[config.mk]
export PLATFORM = sky130hd
export DESIGN_NAME = msfa_ctrl
export DESIGN_NICKNAME = d
export VERILOG_FILES = /design/src/rtl/core/msfa_pkg.sv /design/src/rtl/core/msfa_ctrl.sv
export SDC_FILE = /design/constraint.sdc
export NUM_CORES = 1
export LEC_CHECK = 0
export ABC_AREA = 1
export ABC_CLOCK_PERIOD_IN_PS = 1700
export BUFFER_PORTS_ARGS = -buffer_cell sky130_fd_sc_hd__buf_2
export CORE_AREA = 10 10 47 49
export CTS_BUF_LIST = sky130_fd_sc_hd__clkbuf_4
export DETAILED_ROUTE_END_ITERATION = 8
export DIE_AREA = 0 0 57 59
export SETUP_SLACK_MARGIN = 0.2
export SLEW_MARGIN = 15
export SYNTH_ARGS = -nofsm -noshare
export SYNTH_HDL_FRONTEND = slang
export SYNTH_SLANG_ARGS = --single-unit
[constraint.sdc]
create_clock -name clk -period 1.7 [get_ports clk]
set_clock_uncertainty 0.15 [all_clocks]
set_input_delay 0.17 -clock clk [delete_from_list [all_inputs] [get_ports clk]]
set_output_delay 0.17 -clock clk [all_outputs]
set_load 0.01 [all_outputs]
[src/rtl/core/msfa_pkg.sv]
// Shared types and constants of the multichannel sample frame aligner.
package msfa_pkg;

    localparam int CFG_IDX_W  = 2;
    localparam int CFG_DATA_W = 8;

    localparam logic [CFG_IDX_W-1:0] REG_CHANNEL_MASK = 2'd0;
    localparam logic [CFG_IDX_W-1:0] REG_BATCH_SIZE   = 2'd1;

    localparam logic ACT_SAMPLE = 1'b0;
    localparam logic ACT_FLUSH  = 1'b1;

    typedef struct packed {
        logic               action;
        logic [2:0]         channel;
        logic signed [31:0] sample;
        logic [31:0]        timestamp;
    } in_word_t;

    typedef struct packed {
        logic               is_marker;
        logic [2:0]         channel_res;
        logic signed [31:0] sample_res;
        logic [31:0]        frame_time;
        logic [4:0]         frames_in_batch;
        logic               last_of_frame;
        logic               last_of_batch;
    } out_word_t;

    typedef enum logic [2:0] {
        ST_IDLE,
        ST_CHECK,
        ST_READ,
        ST_EMIT,
        ST_MARK
    } msfa_state_t;

    typedef struct packed {
        logic load_in;
        logic push;
        logic frame_start;
        logic rd_first;
        logic advance;
        logic emit_sample;
        logic emit_marker;
    } dp_cmd_t;

    typedef struct packed {
        logic is_flush;
        logic batch_pending;
        logic frame_ok;
        logic last_chan;
        logic out_free;
    } dp_sts_t;

endpackage

[src/rtl/core/msfa_ctrl.sv]
// Controller: sequences word intake, frame check, per-channel readout and flush marker.
module msfa_ctrl
    import msfa_pkg::*;
(
    input  logic    clk,
    input  logic    rst_n,
    input  logic    item_valid,
    input  dp_sts_t sts,
    output logic    item_stall,
    output dp_cmd_t cmd
);

    msfa_state_t state_reg;
    msfa_state_t state_next;

    always_ff @(posedge clk or negedge rst_n)
    begin
        if (!rst_n)
            state_reg <= ST_IDLE;
        else
            state_reg <= state_next;
    end

    always_comb
    begin
        state_next = state_reg;
        unique case (state_reg)
            ST_IDLE:
            begin
                if (item_valid)
                begin
                    if (sts.is_flush)
                        state_next = sts.batch_pending ? ST_MARK : ST_IDLE;
                    else
                        state_next = ST_CHECK;
                end
            end
            ST_CHECK:
                state_next = sts.frame_ok ? ST_READ : ST_IDLE;
            ST_READ:
                state_next = ST_EMIT;
            ST_EMIT:
            begin
                if (sts.out_free && sts.last_chan)
                    state_next = ST_IDLE;
            end
            ST_MARK:
            begin
                if (sts.out_free)
                    state_next = ST_IDLE;
            end
            default:
                state_next = ST_IDLE;
        endcase
    end

    always_comb
    begin
        cmd        = '0;
        item_stall = 1'b1;
        unique case (state_reg)
            ST_IDLE:
            begin
                item_stall  = 1'b0;
                cmd.load_in = item_valid;
                cmd.push    = item_valid && !sts.is_flush;
            end
            ST_CHECK:
                cmd.frame_start = sts.frame_ok;
            ST_READ:
                cmd.rd_first = 1'b1;
            ST_EMIT:
            begin
                cmd.emit_sample = sts.out_free;
                cmd.advance     = sts.out_free && !sts.last_chan;
            end
            ST_MARK:
                cmd.emit_marker = sts.out_free;
            default:
                item_stall = 1'b1;
        endcase
    end

endmodule

# Word-level counts from Yosys, hierarchy flattened
# Cells that the tools add are included.
[totals]
inputBits = 8
reg_bits = 3
out_inout_bits = 8
[op_classes]
eq_ne = 7
mux = 13
n_reduce_logical = 7
[ops]
columns = ["cell", "count"]
rows = [
  ["3-bit two-way mux", 5],
  ["3-bit case mux with 5 select lines", 1],
  ["3-bit by 2-bit == test with 1-bit output, second input constant", 2],
  ["2-bit two-way mux", 3],
  ["2-bit != test, second input constant", 3],
  ["1-bit two-way mux", 4],
  ["3-bit by 1-bit == test with 1-bit output, second input constant", 1],
  ["3-bit == test, second input constant", 1],
  ["1-bit logical AND", 3],
  ["3-bit logical NOT", 1],
  ["3-bit AND reduction", 1],
  ["1-bit logical NOT", 2],
]

# Depth between registers and ports, before layout
# Gate-level depths: netlist of the first run.
[depth]
word_depth = 4
ltp_mapped = 5

# Worst setup path before layout of the first run
# OpenSTA, ideal clock, no wires.
[synth_timing]
kind = "flip-flop to output port"
from = "reg state_reg[0]"
to = "out cmd[5] (netlist bit)"
path_buffers = 0
t_arrival_ns = 0.997
required_ns = 1.380
slack_ns = 0.383
path_stages_with_launch = 4
cell_sequence = "dfrtp_1 > nor2_2 > nand2_1 > nor3_1"
[synth_rtl]
columns = ["item", "line", "rtl"]
rows = [
  ["start: declaration", "msfa_ctrl.sv:13", "msfa_state_t state_reg;"],
  ["start signal: assignment", "msfa_ctrl.sv:21", "state_reg <= state_next;"],
  ["end: declaration", "msfa_ctrl.sv:10", "output dp_cmd_t cmd"],
]

==> results of run 1 <==
==> what timing repair did <==
action                     CTS  global route
setup endpoints to repair    4             3
pin swaps                    1             2
hold endpoints to repair     3             0
buffers inserted             2             4
hold buffers                 1             0
resized for setup            4             9
==> power breakdown <==
part / leakage (nW) / switching [mW] / internal (mW)
registers: 0.0359 / 0.0549 / 0.107
clock network: 0.0184 / 0.0349 / 0.104
logic: 0.209 / 0.211 / 0.217
==> worst paths after layout <==
| check | from | end | slack [ns] |
|---|---|---|---|
| min in group asynchronous | rst_n | state_reg[1]$_DFFE_PN0P_ | 0.11 |
| hold reg to reg | state_reg[2]$_DFFE_PN0P_ | state_reg[1]$_DFFE_PN0P_ | 0.50 |
| setup reg to reg | state_reg[1]$_DFFE_PN0P_ | state_reg[0]$_DFFE_PN0P_ | 0.45 |
| hold / removal | sts[3] | state_reg[2]$_DFFE_PN0P_ | 0.07 |
| setup / recovery | state_reg[0]$_DFFE_PN0P_ | cmd[5] | 0.24 |
| max in group asynchronous | rst_n | state_reg[0]$_DFFE_PN0P_ | 1.17 |
==> cell usage in the layout, fill, tap and decap left out <==
cell type,synthesis,routed
a21oi_1,1,1
dlygate4sd3_1,0,1
o21bai_2,1,1
nor4_1,1,1
nor2_4,0,1
nor2_2,2,2
nand3_2,0,2
o211ai_1,1,1
dfrtp_2,0,2
nor3_2,0,2
clkbuf_4,0,4
nand2_2,2,3
nand2_1,3,2
buf_4,0,5
nor2_1,3,2
buf_2,0,14
dfrtp_1,3,1
inv_2,0,2
nand3_1,7,5
nand4_1,1,1
buf_6,0,2
inv_1,8,6
==> cells by family after synthesis <==
kind of cell	count (synthesis)	share of synthesized area [%]
buffers and inverters	8	12.8
AO/OA/AOI/OAI	3	10.2
flip-flops	3	32.1
AND/OR/NAND/NOR	21	44.9
==> area by class of cell <==
cell class	instances	area share, %
clock buffer	4	6.58
inverter	8	6.58
multi-input combinational	24	34.8
sequential	3	17.0
tap	16	4.38
timing repair buffer	22	30.7
==> critical path, stage by stage, from the launching register on <==
cell     delay (ns)
dfrtp_2        0.45
nor2_4         0.13
nand2_2        0.07
nor3_2         0.10
buf_2          0.15
==> layer usage <==
layer	wire length, um	part of all wire [%]	track usage (%)	vias to the layer above
li1	-	-	-	167
met1	283	38	4.42	145
met2	418	56	7.13	6
met3	41	5.5	1.50	0
met4	0	0	5.03	0
met5	0	0	0	-
==> through the flow <==
step | utilization (%) | cell area, um^2 | hold slack [ns]
final | 32.6 | 457 | 0.0666
after global routing | 32.6 | 457 | 0.0925
after CTS | 27.9 | 392 | 0.0554
after detailed placement | 23.5 | 329 | -0.184
after global placement | 23.5 | 329 | -0.184
after floorplan | - | 234 | -0.276
==> impl_metrics.csv, run 1 <==
group,metric,value,unit
status,status,"completed",
synth,syn_area,234,um^2
setup_path,critPathRequiredTime,1.38,ns
clocking,cts_tree,"built",
clocking,root_buffer,"clkbuf_4",
sta,drv_slew,0,
sta,postLayoutSetupSlackWorst,0.241,ns
synth,synthDistinctLibCells,13,
synth,ys_top_cells_by_count,"inv_1, nand3_1, dfrtp_1, nand2_1, nor2_1",
sta,min_period_over_period,85.8,%
route,routedWlPerCell,9.65,um
pwr,power.density,1600,nW/um^2
pwr,ir_drop,0.000333,V
place,io_buffers,15,
sta,grt_setup_unrepaired,"yes",
sta,max_freq,686,MHz
synth,synth_area_per_cell,6.68,um^2
layout,fin_cells,77,
setup_path,cp-start-kind,"register",
clocking,cts_sinks,3,
place,hpwl,593,um
route,wl,743,um
setup_path,criticalPathCategory,"register to output port",
synth,yosys_warnings,0,
sta,fin_setup_tns,0,ns
clocking,clk_path_buf_depth,2,
sta,worst_pin_slew,0.199,ns
clocking,cts_made_buffers,3,
route,routed-via-count,318,
sta,slew_headroom,86.6,%
setup_path,path_max_fanout,6,
clocking,cts_max_level,1,
synth,async_flop_share,100,%
route,drc,0,
route,drtPass1Iterations,4,
min_path,hold_path_class,"input pin to register",
synth,synth_area_leaders,"dfrtp_1, nand3_1, inv_1",
synth,synth_edf_count,0,
floorplan,die-area,3360,um^2
sta,fin_crit,1.46,ns
setup_path,cp.arrival,1.14,ns
layout,area_growth,95.2,%
floorplan,placement_rows,14,
clocking,clk_pin_slew,0.03,ns
pwr,power_leakage,0.264,nW
floorplan,pin_count,16,
layout,seq_area,77.6,um^2
route,antenna_left,0,
place,place_congestion,0.688,
sta,final-hold-violation-count,0,
place,pre_cts_slack,0.364,ns
layout,multi_input_area,159,um^2
synth,yosysTopAreaCell,"dfrtp_1",
floorplan,die_height,59,um
grt,grt_antenna_before_repair,0,
setup_path,reg2regPathDepth,6,
synth,synth_top_area_share,32.1,%
grt,gr-usage-all-layers,4.55,%
layout,layout.nets,70,
floorplan,initial_core_util,16.7,%
layout,n_fill_cell,167,
synth,synthFlopType,"dfrtp_1",
setup_path,crit_path_end_kind,"output port",
route,vias_per_cell,4.13,
synth,syn-num-nets,43,
grt,grt_pass1_wl,1.23,mm
place,placedCellCount,66,
floorplan,core-area,1400,um^2
clocking,clock_latency,0.23,ns
grt,grt_overflow,0,
synth,yosysSeqAreaShare,32.1,%
synth,synth_most_common_cell,"inv_1",
layout,drive_gt1_share,65.6,%
route,drt_iter0_drc,2,
floorplan,die-width,57,um
layout,diodes,0,
job,drv_cap,0,
grt,grt_pass1_vias,297,
layout,largest_reg_flops,3,
pwr,p_total,0.729,mW
synth,synth_cells,35,
min_path,hold_depth,3,
sta,setup_viol_count_final,0,
grt,grt_max_degree,8,
synth,synth_seq_cells,3,
No activity file was read; power rests on OpenSTA's default activity.
==> inputs of run 2 (changes only) <==
--- a/config.mk
+++ b/config.mk
@@ -12,6 +12,7 @@
 export CTS_BUF_LIST = sky130_fd_sc_hd__clkbuf_4
 export DETAILED_ROUTE_END_ITERATION = 8
 export DIE_AREA = 0 0 57 59
+export PLACE_DENSITY_LB_ADDON = 0.25
 export SETUP_SLACK_MARGIN = 0.2
 export SLEW_MARGIN = 15
 export SYNTH_ARGS = -nofsm -noshare
==> impl_metrics.csv, run 2 (same netlist as run 1, synthesis figures left out) <==
group,metric,value,unit
route,antenna_left,0,
sta,setup_viol_count_final,0,
route,wl,791,um
pwr,ir_drop,0.000465,V
setup_path,slowest_delay,0.41,ns
sta,max_freq,685,MHz
sta,min_period_over_period,85.8,%
setup_path,criticalPathCategory,"register to output port",
layout,largest_reg_flops,3,
route,drt_iter0_drc,3,
setup_path,cp-start-kind,"register",
sta,grt_setup_unrepaired,"yes",
clocking,clk_path_buf_depth,2,
clocking,root_buffer,"clkbuf_4",
setup_path,crit_path_start,"state_reg[2]$_DFFE_PN0P_",
clocking,cts_sinks,3,
floorplan,core-area,1400,um^2
status,status,"completed",
setup_path,crit_path_end_kind,"output port",
setup_path,crit_slowest_cell,"dfrtp_1",
grt,grt_max_degree,8,
grt,grt_pass1_wl,1.26,mm
place,place_congestion,0.718,
floorplan,initial_core_util,16.7,%
clocking,clk_pin_slew,0.03,ns
clocking,clock_latency,0.23,ns
min_path,hold_path_class,"input pin to register",
layout,area_growth,86.6,%
sta,slew_headroom,87.0,%
route,routed-via-count,310,
pwr,power_leakage,0.258,nW
layout,diodes,0,
grt,grt_antenna_before_repair,0,
setup_path,path_max_fanout,7,
pwr,power.density,1580,nW/um^2
place,io_buffers,15,
grt,grt_pass1_vias,311,
sta,fin_crit,1.46,ns
floorplan,placement_rows,14,
layout,layout_common_cells,"buf_2, inv_1, nand3_1, buf_4, clkbuf_4",
layout,drive_gt1_share,61.7,%
floorplan,die-width,57,um
min_path,worstHoldStart,"sts[3]",
route,drtPass1Iterations,3,
sta,fin_setup_tns,0,ns
sta,final-hold-violation-count,0,
route,routedWlPerCell,10.4,um
route,drc,0,
sta,holdWs,0.0757,ns
sta,worst_pin_slew,0.193,ns
clocking,cts_tree,"built",
layout,layout.nets,69,
setup_path,path_cells,"inv_2 -> buf_4 -> nand3_2 -> inv_1 -> buf_2",
floorplan,die-area,3360,um^2
layout,final_common_cell,"buf_2",
grt,grt_overflow,0,
clocking,cts_max_level,1,
sta,drv_slew,0,
setup_path,cp.arrival,1.14,ns
setup_path,critPathRequiredTime,1.38,ns
floorplan,pin_count,16,
floorplan,die_height,59,um
route,vias_per_cell,4.08,
grt,gr-usage-all-layers,4.54,%
clocking,cts_made_buffers,3,
place,hpwl,616,um
setup_path,regToRegStartpoint,"state_reg[1]$_DFFE_PN0P_",
job,drv_cap,0,
==> run 2: cell count changes in the layout (fill, tap and decap cells not counted), sizes merged <==
cell	previous run	this run
buf	21	20
==> run 2: final timing paths <==
path / endpoint / slack, ns / depth (start not counted)
max: cmd[3] / 0.24 / 5
min: state_reg[2]$_DFFE_PN0P_ / 0.08 / 3
max reg2reg: state_reg[0]$_DFFE_PN0P_ / 0.44 / 6
min reg2reg: state_reg[1]$_DFFE_PN0P_ / 0.50 / 3
max in group asynchronous: state_reg[0]$_DFFE_PN0P_ / 1.17 / 2
min in group asynchronous: state_reg[1]$_DFFE_PN0P_ / 0.12 / 2
==> run 2: routing by layer <==
| metal | part of all wire (%) | track usage [%] | wire (um) | vias up |
|---|---|---|---|---|
| li1 | - | - | - | 166 |
| met1 | 44 | 4.41 | 346 | 137 |
| met2 | 52 | 7.91 | 414 | 7 |
| met3 | 3.7 | 1.72 | 29 | 0 |
| met4 | 0 | 3.02 | 0 | 0 |
| met5 | 0 | 0 | 0 | - |
==> run 2: critical path: cells and delay by family (launching register included) <==
kind	cells	cell delay [ns]
flops	1	0.41
simple gates	1	0.07
buf+inv	4	0.44
==> run 2: repair_timing <==
item                                   CTS  global route
pin swaps                                1             0
hold buffers                             1             0
setup buffers                            2             3
endpoints found under the hold margin    3             0
gates resized for setup                  4             5
setup endpoints to repair                3             4
==> run 2: cell type report <==
class | instances | area, um^2
Clock buffer | 4 | 30.0
Timing Repair Buffer | 21 | 123
Inverter | 8 | 30.0
Multi-Input combinational cell | 24 | 156
Tap cell | 16 | 20.0
Fill cell | 167 | 965
Sequential cell | 3 | 77.6
==> run 2: power breakdown <==
group / internal (mW) / leakage, nW / switching, mW
clock: 0.104 / 0.0184 / 0.0359
sequential: 0.107 / 0.0359 / 0.0588
combinational: 0.185 / 0.204 / 0.201
total: 0.395 / 0.258 / 0.296
==> run 2: through the flow <==
step / utilization [%] / setup WS, ns / cells / power, mW / instance area (um^2)
finish: 31.2 / 0.241 / 76 / 0.691 / 437
global route: 31.2 / 0.182 / 76 / 0.747 / 437
CTS: 27.8 / 0.205 / 73 / 0.642 / 389
detailed placement: 23.5 / 0.376 / 66 / 0.443 / 329
global placement: 23.5 / 0.394 / 66 / 0.443 / 329
floorplan: - / 0.383 / 35 / 0.343 / 234
==> inputs of run 3 (changes only) <==
--- a/config.mk
+++ b/config.mk
@@ -8,10 +8,11 @@
 export ABC_AREA = 1
 export ABC_CLOCK_PERIOD_IN_PS = 1700
 export BUFFER_PORTS_ARGS = -buffer_cell sky130_fd_sc_hd__buf_2
-export CORE_AREA = 10 10 47 49
+export CAP_MARGIN = 10
+export CORE_AREA = 2 2 39 41
 export CTS_BUF_LIST = sky130_fd_sc_hd__clkbuf_4
 export DETAILED_ROUTE_END_ITERATION = 8
-export DIE_AREA = 0 0 57 59
+export DIE_AREA = 0 0 41 43
 export PLACE_DENSITY_LB_ADDON = 0.25
 export SETUP_SLACK_MARGIN = 0.2
 export SLEW_MARGIN = 15
==> impl_metrics.csv, run 3 (same netlist as run 1, synthesis figures left out) <==
group,metric,value,unit
pwr,p_sw,0.296,mW
clocking,clock_latency,0.23,ns
grt,gr-usage-all-layers,8.45,%
setup_path,path_max_fanout,7,
clocking,cts_max_level,1,
job,drv_cap,0,
route,drt_iter0_drc,6,
grt,grt_use_met2,10.9,%
floorplan,initial_core_util,16.9,%
floorplan,die-area,1760,um^2
clocking,cts_tree,"built",
setup_path,path_cells,"inv_2 -> nand3_2 -> nor3_2 -> buf_2",
grt,grt_pass1_vias,245,
layout,design_area,432,um^2
setup_path,criticalPathCategory,"register to output port",
route,drc,0,
route,antenna_left,0,
min_path,hold_path_class,"input pin to register",
setup_path,cp.arrival,1.13,ns
place,place_congestion,0.660,
sta,min_period_over_period,85.1,%
setup_path,critPathRequiredTime,1.38,ns
setup_path,worstPathBufferInverterCount,2,
pwr,power_leakage,0.256,nW
layout,largest_reg_flops,3,
pwr,p_clk_share,19.7,%
route,routedWlPerCell,8.62,um
setup_path,crit_path_end_kind,"output port",
floorplan,die_height,43,um
layout,area_growth,84.5,%
grt,busiest_layer,"met2",
floorplan,core-area,1380,um^2
setup_path,cp-start-kind,"register",
sta,slew_headroom,85.3,%
layout,layout_common_cells,"buf_2, inv_1, nand3_1",
route,drtPass1Iterations,4,
grt,grt_overflow,0,
sta,drv_slew,0,
setup_path,path_delay_family,"flip-flops",
floorplan,die-width,41,um
clocking,root_buffer,"clkbuf_4",
floorplan,pin_count,16,
sta,worst_pin_slew,0.219,ns
pwr,ir_drop,0.000395,V
clocking,clk_path_buf_depth,2,
layout,diodes,0,
layout,layout.nets,69,
route,wl,655,um
route,routed-via-count,319,
pwr,seqPwrFrac,22.8,%
setup_path,slowest_delay,0.41,ns
status,status,"completed",
floorplan,placement_rows,14,
clocking,cts_made_buffers,3,
clocking,cts_sinks,3,
place,post_dp_cell_area,329,um^2
sta,fin_setup_tns,0,ns
pwr,intPower,0.412,mW
layout,n_fill_cell,157,
sta,max_freq,691,MHz
place,hpwl,455,um
place,io_buffers,15,
pwr,power.density,1640,nW/um^2
grt,grtUsageMet3,6.28,%
sta,setup_viol_count_final,0,
grt,grt_pass1_wl,952,um
setup_path,crit_slowest_cell,"dfrtp_1",
layout,final_common_cell,"buf_2",
layout,drive_gt1_share,60.0,%
grt,grt_max_degree,8,
pwr,comb_power_share,57.5,%
grt,grtUsageMet1,9.06,%
route,vias_per_cell,4.20,
grt,grt_antenna_before_repair,0,
pwr,swShare,41.8,%
sta,fin_crit,1.45,ns
sta,final-hold-violation-count,0,
clocking,clk_pin_slew,0.03,ns
sta,grt_setup_unrepaired,"yes",
[run 3: cell counts in the layout (fill, tap and decap cells not counted)]
Identical to the previous run, type by type.
[run 3: worst reg2reg max path: stages (launching register included)]
cell and delay [ns]:
dfrtp_2 0.44, buf_4 0.16, nand2_2 0.06, nor2_2 0.03, nand2_2 0.09, inv_1 0.04
o21bai_2 0.17
[run 3: routing by layer]
metal / vias to the layer above / wire length (um)
li1: 164 / -
met1: 146 / 265
met2: 9 / 345
met3: 0 / 45
met4: 0 / 0
met5: - / 0
[run 3: timing repair]
action	in CTS	in global routing
buffers inserted	1	4
gates cloned	0	0
setup endpoints to repair	3	4
hold buffers	1	0
gates resized for setup	1	7
endpoints found under the hold margin	3	0
pin swaps	1	1
[run 3: power groups by stage]
stage / Sequential (mW) / Clock [mW] / Combinational, mW
floorplan: 0.144 / 0 / 0.199
global placement: 0.155 / 0 / 0.279
detailed placement: 0.154 / 0 / 0.281
CTS: 0.155 / 0.146 / 0.305
global route: 0.164 / 0.156 / 0.456
finish: 0.161 / 0.140 / 0.407
[run 3: metrics by stage]
step                      instances  util (%)  total power, mW  setup slack [ns]  hold slack (ns)
after floorplan                  35         -            0.343             0.383           -0.276
after global placement           66      23.8            0.435             0.403           -0.181
after detailed placement         66      23.8            0.435             0.385           -0.180
after CTS                        72      27.2            0.606             0.164           0.0569
after global routing             76      31.2            0.776             0.148           0.0798
final                            76      31.2            0.708             0.253           0.0610
[run 3: final timing paths]
| check | start | to | cells past startpoint | slack [ns] |
|---|---|---|---|---|
| worst max-delay path | state_reg[2]$_DFFE_PN0P_ | cmd[2] | 4 | 0.25 |
| worst min-delay path | sts[3] | state_reg[2]$_DFFE_PN0P_ | 3 | 0.06 |
| worst max register to register | state_reg[1]$_DFFE_PN0P_ | state_reg[0]$_DFFE_PN0P_ | 6 | 0.44 |
| max in group asynchronous | rst_n | state_reg[0]$_DFFE_PN0P_ | 2 | 1.17 |
| min in group asynchronous | rst_n | state_reg[1]$_DFFE_PN0P_ | 2 | 0.11 |
| worst min register to register | state_reg[2]$_DFFE_PN0P_ | state_reg[2]$_DFFE_PN0P_ | 2 | 0.50 |
[run 3: cell type report]
type / count / area [um^2] / area share (%)
sequential: 3 / 77.6 / 18.0
inverter: 8 / 30.0 / 6.96
multi-input combinational: 24 / 151 / 35.1
tap: 16 / 20.0 / 4.64
timing repair buffer: 21 / 123 / 28.4
clock buffer: 4 / 30.0 / 6.96
